### src/rtl/thermistor_table_interpolation_unit_macros.svh
// Assertion macros for the thermistor table interpolation unit.
`ifndef THERMISTOR_TABLE_INTERPOLATION_UNIT_MACROS_SVH
`define THERMISTOR_TABLE_INTERPOLATION_UNIT_MACROS_SVH

`ifndef NO_ASSERTIONS
`define TTI_ASSERT(name, expr) \
  name: assert property (@(posedge clk_i) disable iff (!rst_ni) (expr)) \
    else $error("tti: assertion failed");
`define TTI_ASSERT_NEXT(name, pre, post) \
  name: assert property (@(posedge clk_i) disable iff (!rst_ni) (pre) |=> (post)) \
    else $error("tti: assertion failed");
`else
`define TTI_ASSERT(name, expr)
`define TTI_ASSERT_NEXT(name, pre, post)
`endif

`endif

### src/rtl/tti_pkg.sv
// Package: types and constants of the thermistor table interpolation unit.
`timescale 1ns / 1ps
`default_nettype none

package tti_pkg;

  localparam int AdcW   = 10;
  localparam int TempW  = 12;
  localparam int CfgW   = 6;
  localparam int IdxW   = 5;
  localparam int ProdW  = 23;
  localparam int DvdW   = 23;
  localparam int DvsW   = 11;
  localparam int QuoW   = 12;
  localparam int DivCntW = 4;

  typedef enum logic {
    MODE_LOAD    = 1'b0,
    MODE_CONVERT = 1'b1
  } tti_mode_e;

  typedef enum logic [1:0] {
    STAT_OK    = 2'd0,
    STAT_BELOW = 2'd1,
    STAT_ABOVE = 2'd2
  } tti_status_e;

  typedef enum logic [2:0] {
    ST_IDLE,
    ST_SCAN,
    ST_MUL,
    ST_SUM,
    ST_PREP,
    ST_DIVGO,
    ST_DIV,
    ST_DONE
  } tti_state_e;

  typedef struct packed {
    logic                    mode;
    logic [IdxW-1:0]         entry_index;
    logic [AdcW-1:0]         entry_adc;
    logic signed [TempW-1:0] entry_temperature;
    logic [AdcW-1:0]         adc_value;
  } tti_in_t;

  typedef struct packed {
    logic signed [TempW-1:0] temperature_tenths;
    logic [1:0]              status;
  } tti_out_t;

  typedef struct packed {
    logic [AdcW-1:0]         adc;
    logic signed [TempW-1:0] temp;
  } tti_row_t;

endpackage

`default_nettype wire

### src/rtl/tti_cell.sv
// Table cell: holds one row, loads it, or takes its neighbor's row on a shift.
`timescale 1ns / 1ps
`default_nettype none

module tti_cell
  import tti_pkg::*;
(
  input  logic     clk_i,
  input  logic     load_i,
  input  tti_row_t load_row_i,
  input  logic     shift_i,
  input  tti_row_t next_row_i,
  output tti_row_t row_o
);

  tti_row_t row_q;

  always_ff @(posedge clk_i) begin
    if (load_i) begin
      row_q <= load_row_i;
    end else if (shift_i) begin
      row_q <= next_row_i;
    end
  end

  assign row_o = row_q;

endmodule

`default_nettype wire

### src/rtl/tti_div.sv
// Restoring divider, one quotient bit per cycle.
`timescale 1ns / 1ps
`default_nettype none

module tti_div
  import tti_pkg::*;
(
  input  logic            clk_i,
  input  logic            rst_ni,
  input  logic            start_i,
  input  logic [DvdW-1:0] dividend_i,
  input  logic [DvsW-1:0] divisor_i,
  output logic            done_o,
  output logic [QuoW-1:0] quotient_o
);

  logic               busy_q;
  logic               done_q;
  logic [DivCntW-1:0] cnt_q;
  logic [DvsW:0]      rem_q;
  logic [QuoW-1:0]    dvd_q;
  logic [DvsW-1:0]    dvs_q;
  logic [QuoW-1:0]    quo_q;
  logic [DvsW:0]      trial;
  logic               fits;

  // quotient is known to fit QuoW bits, so the top dividend bits start below the divisor
  assign trial = {rem_q[DvsW-1:0], dvd_q[QuoW-1]};
  assign fits  = trial >= {1'b0, dvs_q};

  always_ff @(posedge clk_i or negedge rst_ni) begin
    if (!rst_ni) begin
      busy_q <= 1'b0;
      done_q <= 1'b0;
      cnt_q  <= '0;
    end else begin
      done_q <= 1'b0;
      if (start_i) begin
        busy_q <= 1'b1;
        cnt_q  <= '0;
      end else if (busy_q) begin
        cnt_q <= cnt_q + 1'b1;
        if (cnt_q == DivCntW'(QuoW - 1)) begin
          busy_q <= 1'b0;
          done_q <= 1'b1;
        end
      end
    end
  end

  always_ff @(posedge clk_i) begin
    if (start_i) begin
      rem_q <= {1'b0, dividend_i[DvdW-1:QuoW]};
      dvd_q <= dividend_i[QuoW-1:0];
      dvs_q <= divisor_i;
    end else if (busy_q) begin
      rem_q <= fits ? (trial - {1'b0, dvs_q}) : trial;
      dvd_q <= {dvd_q[QuoW-2:0], 1'b0};
      quo_q <= {quo_q[QuoW-2:0], fits};
    end
  end

  assign done_o     = done_q;
  assign quotient_o = quo_q;

endmodule

`default_nettype wire

### src/rtl/thermistor_table_interpolation_unit.sv
// Top level: thermistor ADC to temperature by table scan and linear interpolation.
//
//  port group     | dir | handshake                 | word
//  start/in_word  | in  | start_i & !busy_o         | tti_in_t (load or convert)
//  res_valid/word | out | res_valid_o, one cycle    | tti_out_t
//  cfg_we/wdata   | in  | cfg_we_i                  | entries_in_use
//
// A load word is written into its cell when it is accepted and gives no result.
// A convert word rotates the cell chain once, one row per cycle.
// Exact match or out of range: the scan goes straight to ST_DONE, which strobes the result.
// Interpolation: the scan is followed by multiply, sum, setup, divider load and the divider steps.
// Reset clears control only; table rows are undefined until loaded.
// Results are shown for one cycle, then busy_o falls; the receiver cannot stall.
`timescale 1ns / 1ps
`default_nettype none
`include "thermistor_table_interpolation_unit_macros.svh"

module thermistor_table_interpolation_unit
  import tti_pkg::*;
#(
  parameter int TABLE_ENTRIES = 32
) (
  input  logic            clk_i,
  input  logic            rst_ni,
  input  logic            start_i,
  output logic            busy_o,
  input  tti_in_t         in_word_i,
  input  logic            cfg_we_i,
  input  logic [CfgW-1:0] cfg_wdata_i,
  output logic            res_valid_o,
  output tti_out_t        res_word_o
);

  localparam int SW = (TABLE_ENTRIES > 1) ? $clog2(TABLE_ENTRIES) : 1;
  localparam int NW = $clog2(TABLE_ENTRIES + 1);

  tti_state_e state_q, state_d;

  logic [CfgW-1:0] cfg_q;
  logic [SW-1:0]   step_q;
  logic            found_q;
  logic            exact_q;

  logic [NW-1:0]   n_clamp;
  logic [NW-1:0]   n_q;
  logic [AdcW-1:0] adc_q;
  logic            below_q;
  logic [AdcW-1:0] a0_q, a1_q, den_q;
  logic signed [TempW-1:0] t0_q, t1_q, temp_q;
  logic [1:0]      status_q;
  logic signed [ProdW-1:0] p0_q, p1_q, num_q;
  logic            neg_q;
  logic [DvdW-1:0] dvd_q;
  logic [AdcW-1:0] d0, d1;
  logic [ProdW-2:0] mag;

  logic            accept;
  logic            load_go;
  logic            conv_go;
  logic            shift;
  logic            last_step;
  logic            scan_live;
  logic            has_next;
  logic            hit_exact;
  logic            hit_brk;
  logic            div_start;
  logic            div_done;
  logic [QuoW-1:0] quo;
  logic signed [TempW-1:0] quo_s;

  tti_row_t               load_row;
  tti_row_t               rows [TABLE_ENTRIES];
  logic [TABLE_ENTRIES-1:0] cell_we;

  assign accept  = start_i && !busy_o;
  assign load_go = accept && (in_word_i.mode == MODE_LOAD);
  assign conv_go = accept && (in_word_i.mode == MODE_CONVERT);
  assign shift   = (state_q == ST_SCAN);
  assign load_row.adc  = in_word_i.entry_adc;
  assign load_row.temp = in_word_i.entry_temperature;

  for (genvar k = 0; k < TABLE_ENTRIES; k++) begin : g_cell
    assign cell_we[k] = load_go && (32'(in_word_i.entry_index) == k);
    tti_cell u_cell (
      .clk_i      (clk_i),
      .load_i     (cell_we[k]),
      .load_row_i (load_row),
      .shift_i    (shift),
      .next_row_i (rows[(k + 1) % TABLE_ENTRIES]),
      .row_o      (rows[k])
    );
  end

  always_comb begin
    if (cfg_q < CfgW'(2)) begin
      n_clamp = NW'(2);
    end else if (32'(cfg_q) > TABLE_ENTRIES) begin
      n_clamp = NW'(TABLE_ENTRIES);
    end else begin
      n_clamp = NW'(cfg_q);
    end
  end

  // rows[0] holds row step_q, rows[1] holds row step_q + 1
  assign last_step = (step_q == SW'(TABLE_ENTRIES - 1));
  assign scan_live = !found_q && ((NW + 1)'(step_q) < (NW + 1)'(n_q));
  assign has_next  = ((NW + 1)'(step_q) + 1'b1) < (NW + 1)'(n_q);
  assign hit_exact = shift && scan_live && (rows[0].adc == adc_q);
  assign hit_brk   = shift && scan_live && !(rows[0].adc == adc_q) && has_next &&
                     (rows[0].adc < adc_q) && (rows[1].adc > adc_q);

  always_ff @(posedge clk_i or negedge rst_ni) begin
    if (!rst_ni) begin
      state_q <= ST_IDLE;
      cfg_q   <= CfgW'(32);
      step_q  <= '0;
      found_q <= 1'b0;
      exact_q <= 1'b0;
    end else begin
      state_q <= state_d;
      if (cfg_we_i) begin
        cfg_q <= cfg_wdata_i;
      end
      if (conv_go) begin
        step_q  <= '0;
        found_q <= 1'b0;
        exact_q <= 1'b0;
      end else if (shift) begin
        step_q <= last_step ? '0 : step_q + 1'b1;
        if (hit_exact || hit_brk) begin
          found_q <= 1'b1;
          exact_q <= hit_exact;
        end
      end
    end
  end

  always_comb begin
    state_d   = state_q;
    div_start = 1'b0;
    unique case (state_q)
      ST_IDLE: begin
        if (conv_go) begin
          state_d = ST_SCAN;
        end
      end
      ST_SCAN: begin
        if (last_step) begin
          if ((found_q && !exact_q) || hit_brk) begin
            state_d = ST_MUL;
          end else begin
            state_d = ST_DONE;
          end
        end
      end
      ST_MUL:   state_d = ST_SUM;
      ST_SUM:   state_d = ST_PREP;
      ST_PREP:  state_d = ST_DIVGO;
      ST_DIVGO: begin
        div_start = 1'b1;
        state_d   = ST_DIV;
      end
      ST_DIV: begin
        if (div_done) begin
          state_d = ST_DONE;
        end
      end
      ST_DONE:  state_d = ST_IDLE;
      default:  state_d = ST_IDLE;
    endcase
  end

  assign d0    = a1_q - adc_q;
  assign d1    = adc_q - a0_q;
  assign mag   = (ProdW - 1)'(num_q[ProdW-1] ? -num_q : num_q);
  assign quo_s = signed'(quo);

  always_ff @(posedge clk_i) begin
    if (conv_go) begin
      adc_q <= in_word_i.adc_value;
      n_q   <= n_clamp;
    end
    if (shift) begin
      if (step_q == '0) begin
        below_q <= adc_q < rows[0].adc;
      end
      if (hit_exact || hit_brk) begin
        a0_q <= rows[0].adc;
        a1_q <= rows[1].adc;
        t0_q <= rows[0].temp;
        t1_q <= rows[1].temp;
      end
      if (last_step) begin
        status_q <= STAT_OK;
        if (hit_exact) begin
          temp_q <= rows[0].temp;
        end else if (found_q && exact_q) begin
          temp_q <= t0_q;
        end else if (!found_q && !hit_brk) begin
          temp_q   <= '0;
          status_q <= below_q ? STAT_BELOW : STAT_ABOVE;
        end
      end
    end
    if (state_q == ST_MUL) begin
      p0_q <= t0_q * signed'({1'b0, d0});
      p1_q <= t1_q * signed'({1'b0, d1});
    end
    if (state_q == ST_SUM) begin
      num_q <= p0_q + p1_q;
      den_q <= a1_q - a0_q;
    end
    if (state_q == ST_PREP) begin
      neg_q <= num_q[ProdW-1];
      dvd_q <= {mag, 1'b0} + DvdW'(den_q);
    end
    if (state_q == ST_DIV && div_done) begin
      temp_q <= neg_q ? -quo_s : quo_s;
    end
  end

  tti_div u_div (
    .clk_i      (clk_i),
    .rst_ni     (rst_ni),
    .start_i    (div_start),
    .dividend_i (dvd_q),
    .divisor_i  ({den_q, 1'b0}),
    .done_o     (div_done),
    .quotient_o (quo)
  );

  assign busy_o                        = (state_q != ST_IDLE);
  assign res_valid_o                   = (state_q == ST_DONE);
  assign res_word_o.temperature_tenths = temp_q;
  assign res_word_o.status             = status_q;

  `TTI_ASSERT_NEXT(a_strobe_single, res_valid_o, !res_valid_o)
  `TTI_ASSERT(a_result_while_busy, !res_valid_o || busy_o)
  `TTI_ASSERT_NEXT(a_convert_busy, conv_go, busy_o)
  `TTI_ASSERT(a_flag_zero, !res_valid_o || status_q == STAT_OK || temp_q == '0)

endmodule

`default_nettype wire
### config.mk
export PLATFORM = sky130hd
export DESIGN_NAME = thermistor_table_interpolation_unit
export DESIGN_NICKNAME = d
export VERILOG_FILES = /design/src/rtl/tti_pkg.sv /design/src/rtl/tti_cell.sv /design/src/rtl/tti_div.sv /design/src/rtl/thermistor_table_interpolation_unit.sv
export VERILOG_INCLUDE_DIRS = /design/src /design/src/rtl
export SDC_FILE = /design/constraint.sdc
export NUM_CORES = 2
export LEC_CHECK = 0
export ABC_AREA = 0
export ABC_CLOCK_PERIOD_IN_PS = 8400
export BUFFER_PORTS_ARGS = -buffer_cell sky130_fd_sc_hd__buf_2
export CAP_MARGIN = 20
export CORE_ASPECT_RATIO = 0.8
export CORE_MARGIN = 2
export CORE_UTILIZATION = 35
export DETAILED_ROUTE_END_ITERATION = 10
export GPL_ROUTABILITY_DRIVEN = 0
export HOLD_SLACK_MARGIN = 0.12
export PLACE_DENSITY_LB_ADDON = 0.2
export SETUP_SLACK_MARGIN = 0.3
export SKIP_LAST_GASP = 1
export SLEW_MARGIN = 20
export SYNTH_ARGS = -nofsm -noshare
export SYNTH_HDL_FRONTEND = slang
export SYNTH_SLANG_ARGS = --single-unit
export TNS_END_PERCENT = 5
### constraint.sdc
create_clock -name clk_i -period 8.4 [get_ports clk_i]
set_input_delay 0.84 -clock clk_i [delete_from_list [all_inputs] [get_ports clk_i]]
set_output_delay 0.84 -clock clk_i [all_outputs]
set_load 0.02 [all_outputs]
After elaboration in Yosys (flattened, before gate mapping)
Index checks and enable logic that the tools add are counted.
- register bits: 949
- RAM bits: 0
- output and inout port bits: 16
- bits in read-only memories: 0
- logic and storage cells: 366
- memories kept: 0
- bits in latches: 0
- equal/unequal tests: 44
- bitwise gates (word level): 3
- reductions and logical operators: 104
- shift operators: 0
- magnitude comparators: 8
- add/subtract/negate cells: 11
- multiply operators: 2
- divide/modulo/power cells: 0
- multiplexer cells: 102
- operators with widths (kind ; number):
    $mux 22 ; 65
    $mux 12 ; 9
    $eq 5x5->1 const B ; 17
    $reduce_bool 2->1 ; 37
    $logic_and 1x1->1 ; 46
    $mul 12x11->23 ; 2
    $eq 5x4->1 const B ; 8
    $mux 11 ; 3
    $sub 10x10->10 ; 3
    $pmux 3 s8 ; 1
    $add 23x10->23 ; 1
    $add 23x23->23 ; 1
    $neg 22->22 ; 1
    $eq 5x3->1 const B ; 4
    $lt 10x10->1 ; 2
    $mux 5 ; 3
    $mux 1 ; 13
    $eq 3x3->1 const B ; 4
    $ge 12x11->1 ; 1
    $mux 3 ; 4
    $neg 12->12 ; 1
    $sub 11x11->11 ; 1
    $eq 10x10->1 ; 1
    $eq 5x2->1 const B ; 2
    other kinds (28) ; 44

Logic depth before layout (Yosys ltp)
- depth after elaboration: 15
- gate-level depth with buffers: 30
- depth with buffers taken out: 29

Modules after synthesis
A second synthesis with hierarchy kept.
- cell total of the unflattened synthesis: 3843
- area total of the unflattened synthesis: 53577.6 µm²
- by module, submodules not included (module ; area an instance (µm²) ; seq. area each (µm²) ; times used ; cells an instance):
    tti_cell ; 937.1 ; 660.6 ; 32 ; 47
    thermistor_table_interpolation_unit ; 20963.9 ; 5746.8 ; 1 ; 2132
    tti_div ; 2625.0 ; 1531.5 ; 1 ; 207

Worst setup path after synthesis
Ideal clock, no wire load.
- path kind: flip-flop to flip-flop
- start: reg adc_q[2]
- end: reg p0_q[22], data pin
- data arrival time: 6.862 ns
- slack: 1.278 ns
- stages on the path, launching flop included: 30
- library setup time: 0.260 ns
- path buffers: 1
- cell sequence: edfxtp_1 > inv_1 > ha_1 > nor2b_1 > o21ai_0 > a21boi_0 > o21ai_0 > nand2b_1 > a21o_1 > a21oi_1 > clkbuf_1 > mux2i_1 > ha_1 > inv_1 > fa_1 > inv_1 > fa_1 > fa_1 > inv_1 > fa_1 > inv_1 > ha_1 > inv_1 > o21bai_1 > a211oi_1 > o21ai_0 > or4_1 > a31o_2 > a21oi_1 > xnor2_1
- word-level cells in the longest chain between the ends: 2
- ends and longest elaborated chain (what ; line ; source):
    from (decl) ; thermistor_table_interpolation_unit.sv:46 ; logic [AdcW-1:0] adc_q;
    from (signal assigned) ; thermistor_table_interpolation_unit.sv:180 ; adc_q <= in_word_i.adc_value;
    $sub 10x10->10 ; thermistor_table_interpolation_unit.sv:173 ; assign d0 = a1_q - adc_q;
    $mul 12x11->23 ; thermistor_table_interpolation_unit.sv:206 ; p0_q <= t0_q * signed'({1'b0, d0});
    to (signal assigned) ; thermistor_table_interpolation_unit.sv:206 ;
    to (decl) ; thermistor_table_interpolation_unit.sv:51 ; logic signed [ProdW-1:0] p0_q, p1_q, num_q;
Every way passes these cells.
A chain may end at the register's enable or synchronous reset.

Worst setup path in the final report
Ends and elaborated chain as after synthesis.

==> flow_summary.ini <==
[cts]
cts_max_path_buffers = 3
clk_latency_ns = 0.75
clkSinkCount = 949
cts_buffers = 102
htree_levels = 3
clockRootBuffer = clkbuf_16
cts_tree = done
path_clk_slew_ns = 0.07

[worst_setup_path]
worst-path-buf-inv = 4
worst_ep_required_time_ns = 8.85
crit_fanout = 10
arrival_ns = 8.01
crit_family = adder cells
cp-start-kind = flop
slowest_delay_ns = 0.55
cpMaxStageDelayCell = or4_1
worst_path_most_repeated_cell = fa_1
endpoint_kind = flop
path_class = reg -> reg

[sta]
setup_viol = 0
finalMaxSlewViolations = 0
relSlewSlack_pct = 30.27
fmax_mhz = 132.3
fin_crit_ns = 7.557
rsz0062_at_grt = no
tightest_slew_ns = 1.046
fin_worst_skew_ns = 0.08429
finalCritPeriodShare_pct = 89.96
fin_setup_tns_ns = 0
hold_viol_final = 0

[routing]
wl_per_cell_um = 20.52
vias = 29979
drc = 0
antenna_left = 0
dr.pass1.iters = 5
wl_um = 123700
drtIter0Drc = 2243
vias_per_cell = 4.972

[floorplan]
dieHeight_um = 352.5
die-area_um2 = 155000
core_area_um2 = 150300
io_pins = 64
start_util_pct = 35.35
fp.dieW_um = 439.6
placementRows = 127

[worst_hold_path]
hp-class = in -> reg

[cells_and_area]
drive_gt1_share_pct = 25.89
multiInputGateArea_um2 = 22700
syn2layout_area_growth_pct = 11.39
regArea_um2 = 28390
fin_nets = 4435
fillers = 14196

[synthesis]
synth-main-ff-cell = edfxtp_1
syn_inst = 3935
ys_ff_latch = 949
synth-edff-count = 927
yosys_warnings = 0
synth_top_area_share_pct = 52.39
ys_types = 68
synth_nets = 4428
netlist_top_cells_area = edfxtp_1 (52%), mux2_2 (15%), fa_1 (8.7%)
synth_top_area_cell = edfxtp_1
avgSynthCellArea_um2 = 13.50
yosysSeqAreaShare_pct = 53.43
synth_area_um2 = 53130
async_reset_ff_share_pct = 2.318

[global_route]
grt_max_degree = 47
antenna_found_initial = 4
grt_pass1_wl_um = 190500
grt_pass1_vias = 30349
grt_use_total_pct = 15.97
grt_overflow = 0

[place]
io_buffers = 63
dp_hpwl_um = 85640

[run_status]
outcome = finished clean

[job]
max-cap-violations = 0
synthesized netlist by cell type (all sizes together), types with 9 or more instances:
master / instances
nand2: 273
ha: 213
o21ai: 102
a221oi: 14
a21o: 30
a211oi: 12
o31ai: 13
mux2i: 29
inv: 381
o21a: 10
mux2: 711
o21bai: 9
xor2: 48
fa: 232
dfrtp: 21
or3: 16
clkbuf: 180
nand3: 21
nand2b: 69
buf: 35
xnor2: 84
nor3: 26
nor2b: 97
a21oi: 100
and2: 52
and3: 14
edfxtp: 927
nand4: 12
or4: 10
a21boi: 10
nor2: 117
flip-flops by register name, indices dropped and copies added, names as in the netlist, 10 cells and up:
name and cells:
temp_q 12, num_q 23, t0_q 12, p0_q 23, a1_q 10, t1_q 12, den_q 10, u_div.quotient_o 12
a0_q 10, p1_q 23, u_div.dvs_q 10, dvd_q 23, adc_q 10, u_div.dvd_q 12, u_div.rem_q 11, g_cell.u_cell.row_o 704
final timing paths:
path	start	end	slack [ns]	cells after the start
max	adc_q[2]	p0_q[22]	0.84	27
max reg2reg	adc_q[2]	p0_q[22]	0.84	27
min in group asynchronous	rst_ni	found_q	0.81	2
min	in_word_i[9]	adc_q[9]	0.29	1
max in group asynchronous	rst_ni	exact_q	7.16	2
min reg2reg	g_cell[24].u_cell.row_o[10]	g_cell[23].u_cell.row_o[10]	0.47	1
through the flow:
stage	area (um2)	cells	utilization (%)	hold slack [ns]	setup WS, ns
after floorplan	53130	3935	-	0.4215	1.278
after global placement	55640	5836	37.02	0.4623	0.4542
after detailed placement	55660	5836	37.03	0.4579	0.3412
after CTS	59100	6027	39.32	0.2152	0.3341
after global routing	59180	6027	39.37	0.2474	0.3494
final	59190	6029	39.37	0.2907	0.8434
layer usage:
metal | GRT usage, % | wire [um] | share of wire (%) | vias to the layer above
met5 | 0 | 0 | 0 | -
met4 | 3.568 | 2220 | 1.8 | 0
met3 | 3.151 | 6631 | 5.4 | 120
met2 | 22.79 | 52650 | 43 | 589
met1 | 24.73 | 62200 | 50 | 15319
li1 | - | - | - | 13951
final cells by class:
type / instances / area share [%]
inverters: 381 / 2.416
clock inverters: 64 / 1.177
flip-flops and latches: 949 / 47.96
multi-input cells: 2390 / 38.36
repair buffers: 118 / 1.235
diodes: 2 / 0.008456
clock buffers: 126 / 4.619
well taps: 1999 / 4.226
logic make-up (layout without fill, tap and decap cells):
kind of cell             Yosys count  in the layout  share of synthesized area (%)
flip-flops                       949            949                          53.43
multiplexers                     740            740                          15.61
AND/OR/NAND/NOR                  727            727                          6.704
buffers and inverters            596            689                          4.241
adder cells (fa/ha/maj)          445            445                          13.76
AO/OA/AOI/OAI                    346            346                          4.079
XOR/XNOR                         132            132                          2.176
other                              0              2                              0
cell usage in the layout (no fill, tap or decap), types with 87 or more instances in the layout:
cell,netlist,routed
a21oi_1,100,98
ha_1,213,213
nor2b_1,97,94
nor2_1,117,107
inv_1,381,381
mux2_2,711,711
clkbuf_16,0,103
o21ai_0,100,87
fa_1,232,232
edfxtp_1,927,927
nand2_1,273,267
timing repair:
action                     in CTS  in global routing
buffers inserted                0                  0
setup endpoints to repair       0                  2
hold endpoints to repair        6                  0
hold buffers                    1                  0
resized for setup               0                  3
Power is left out: the tool's default activity adds up to more than one toggle a clock period on the data nets, which glitch-free logic cannot reach.
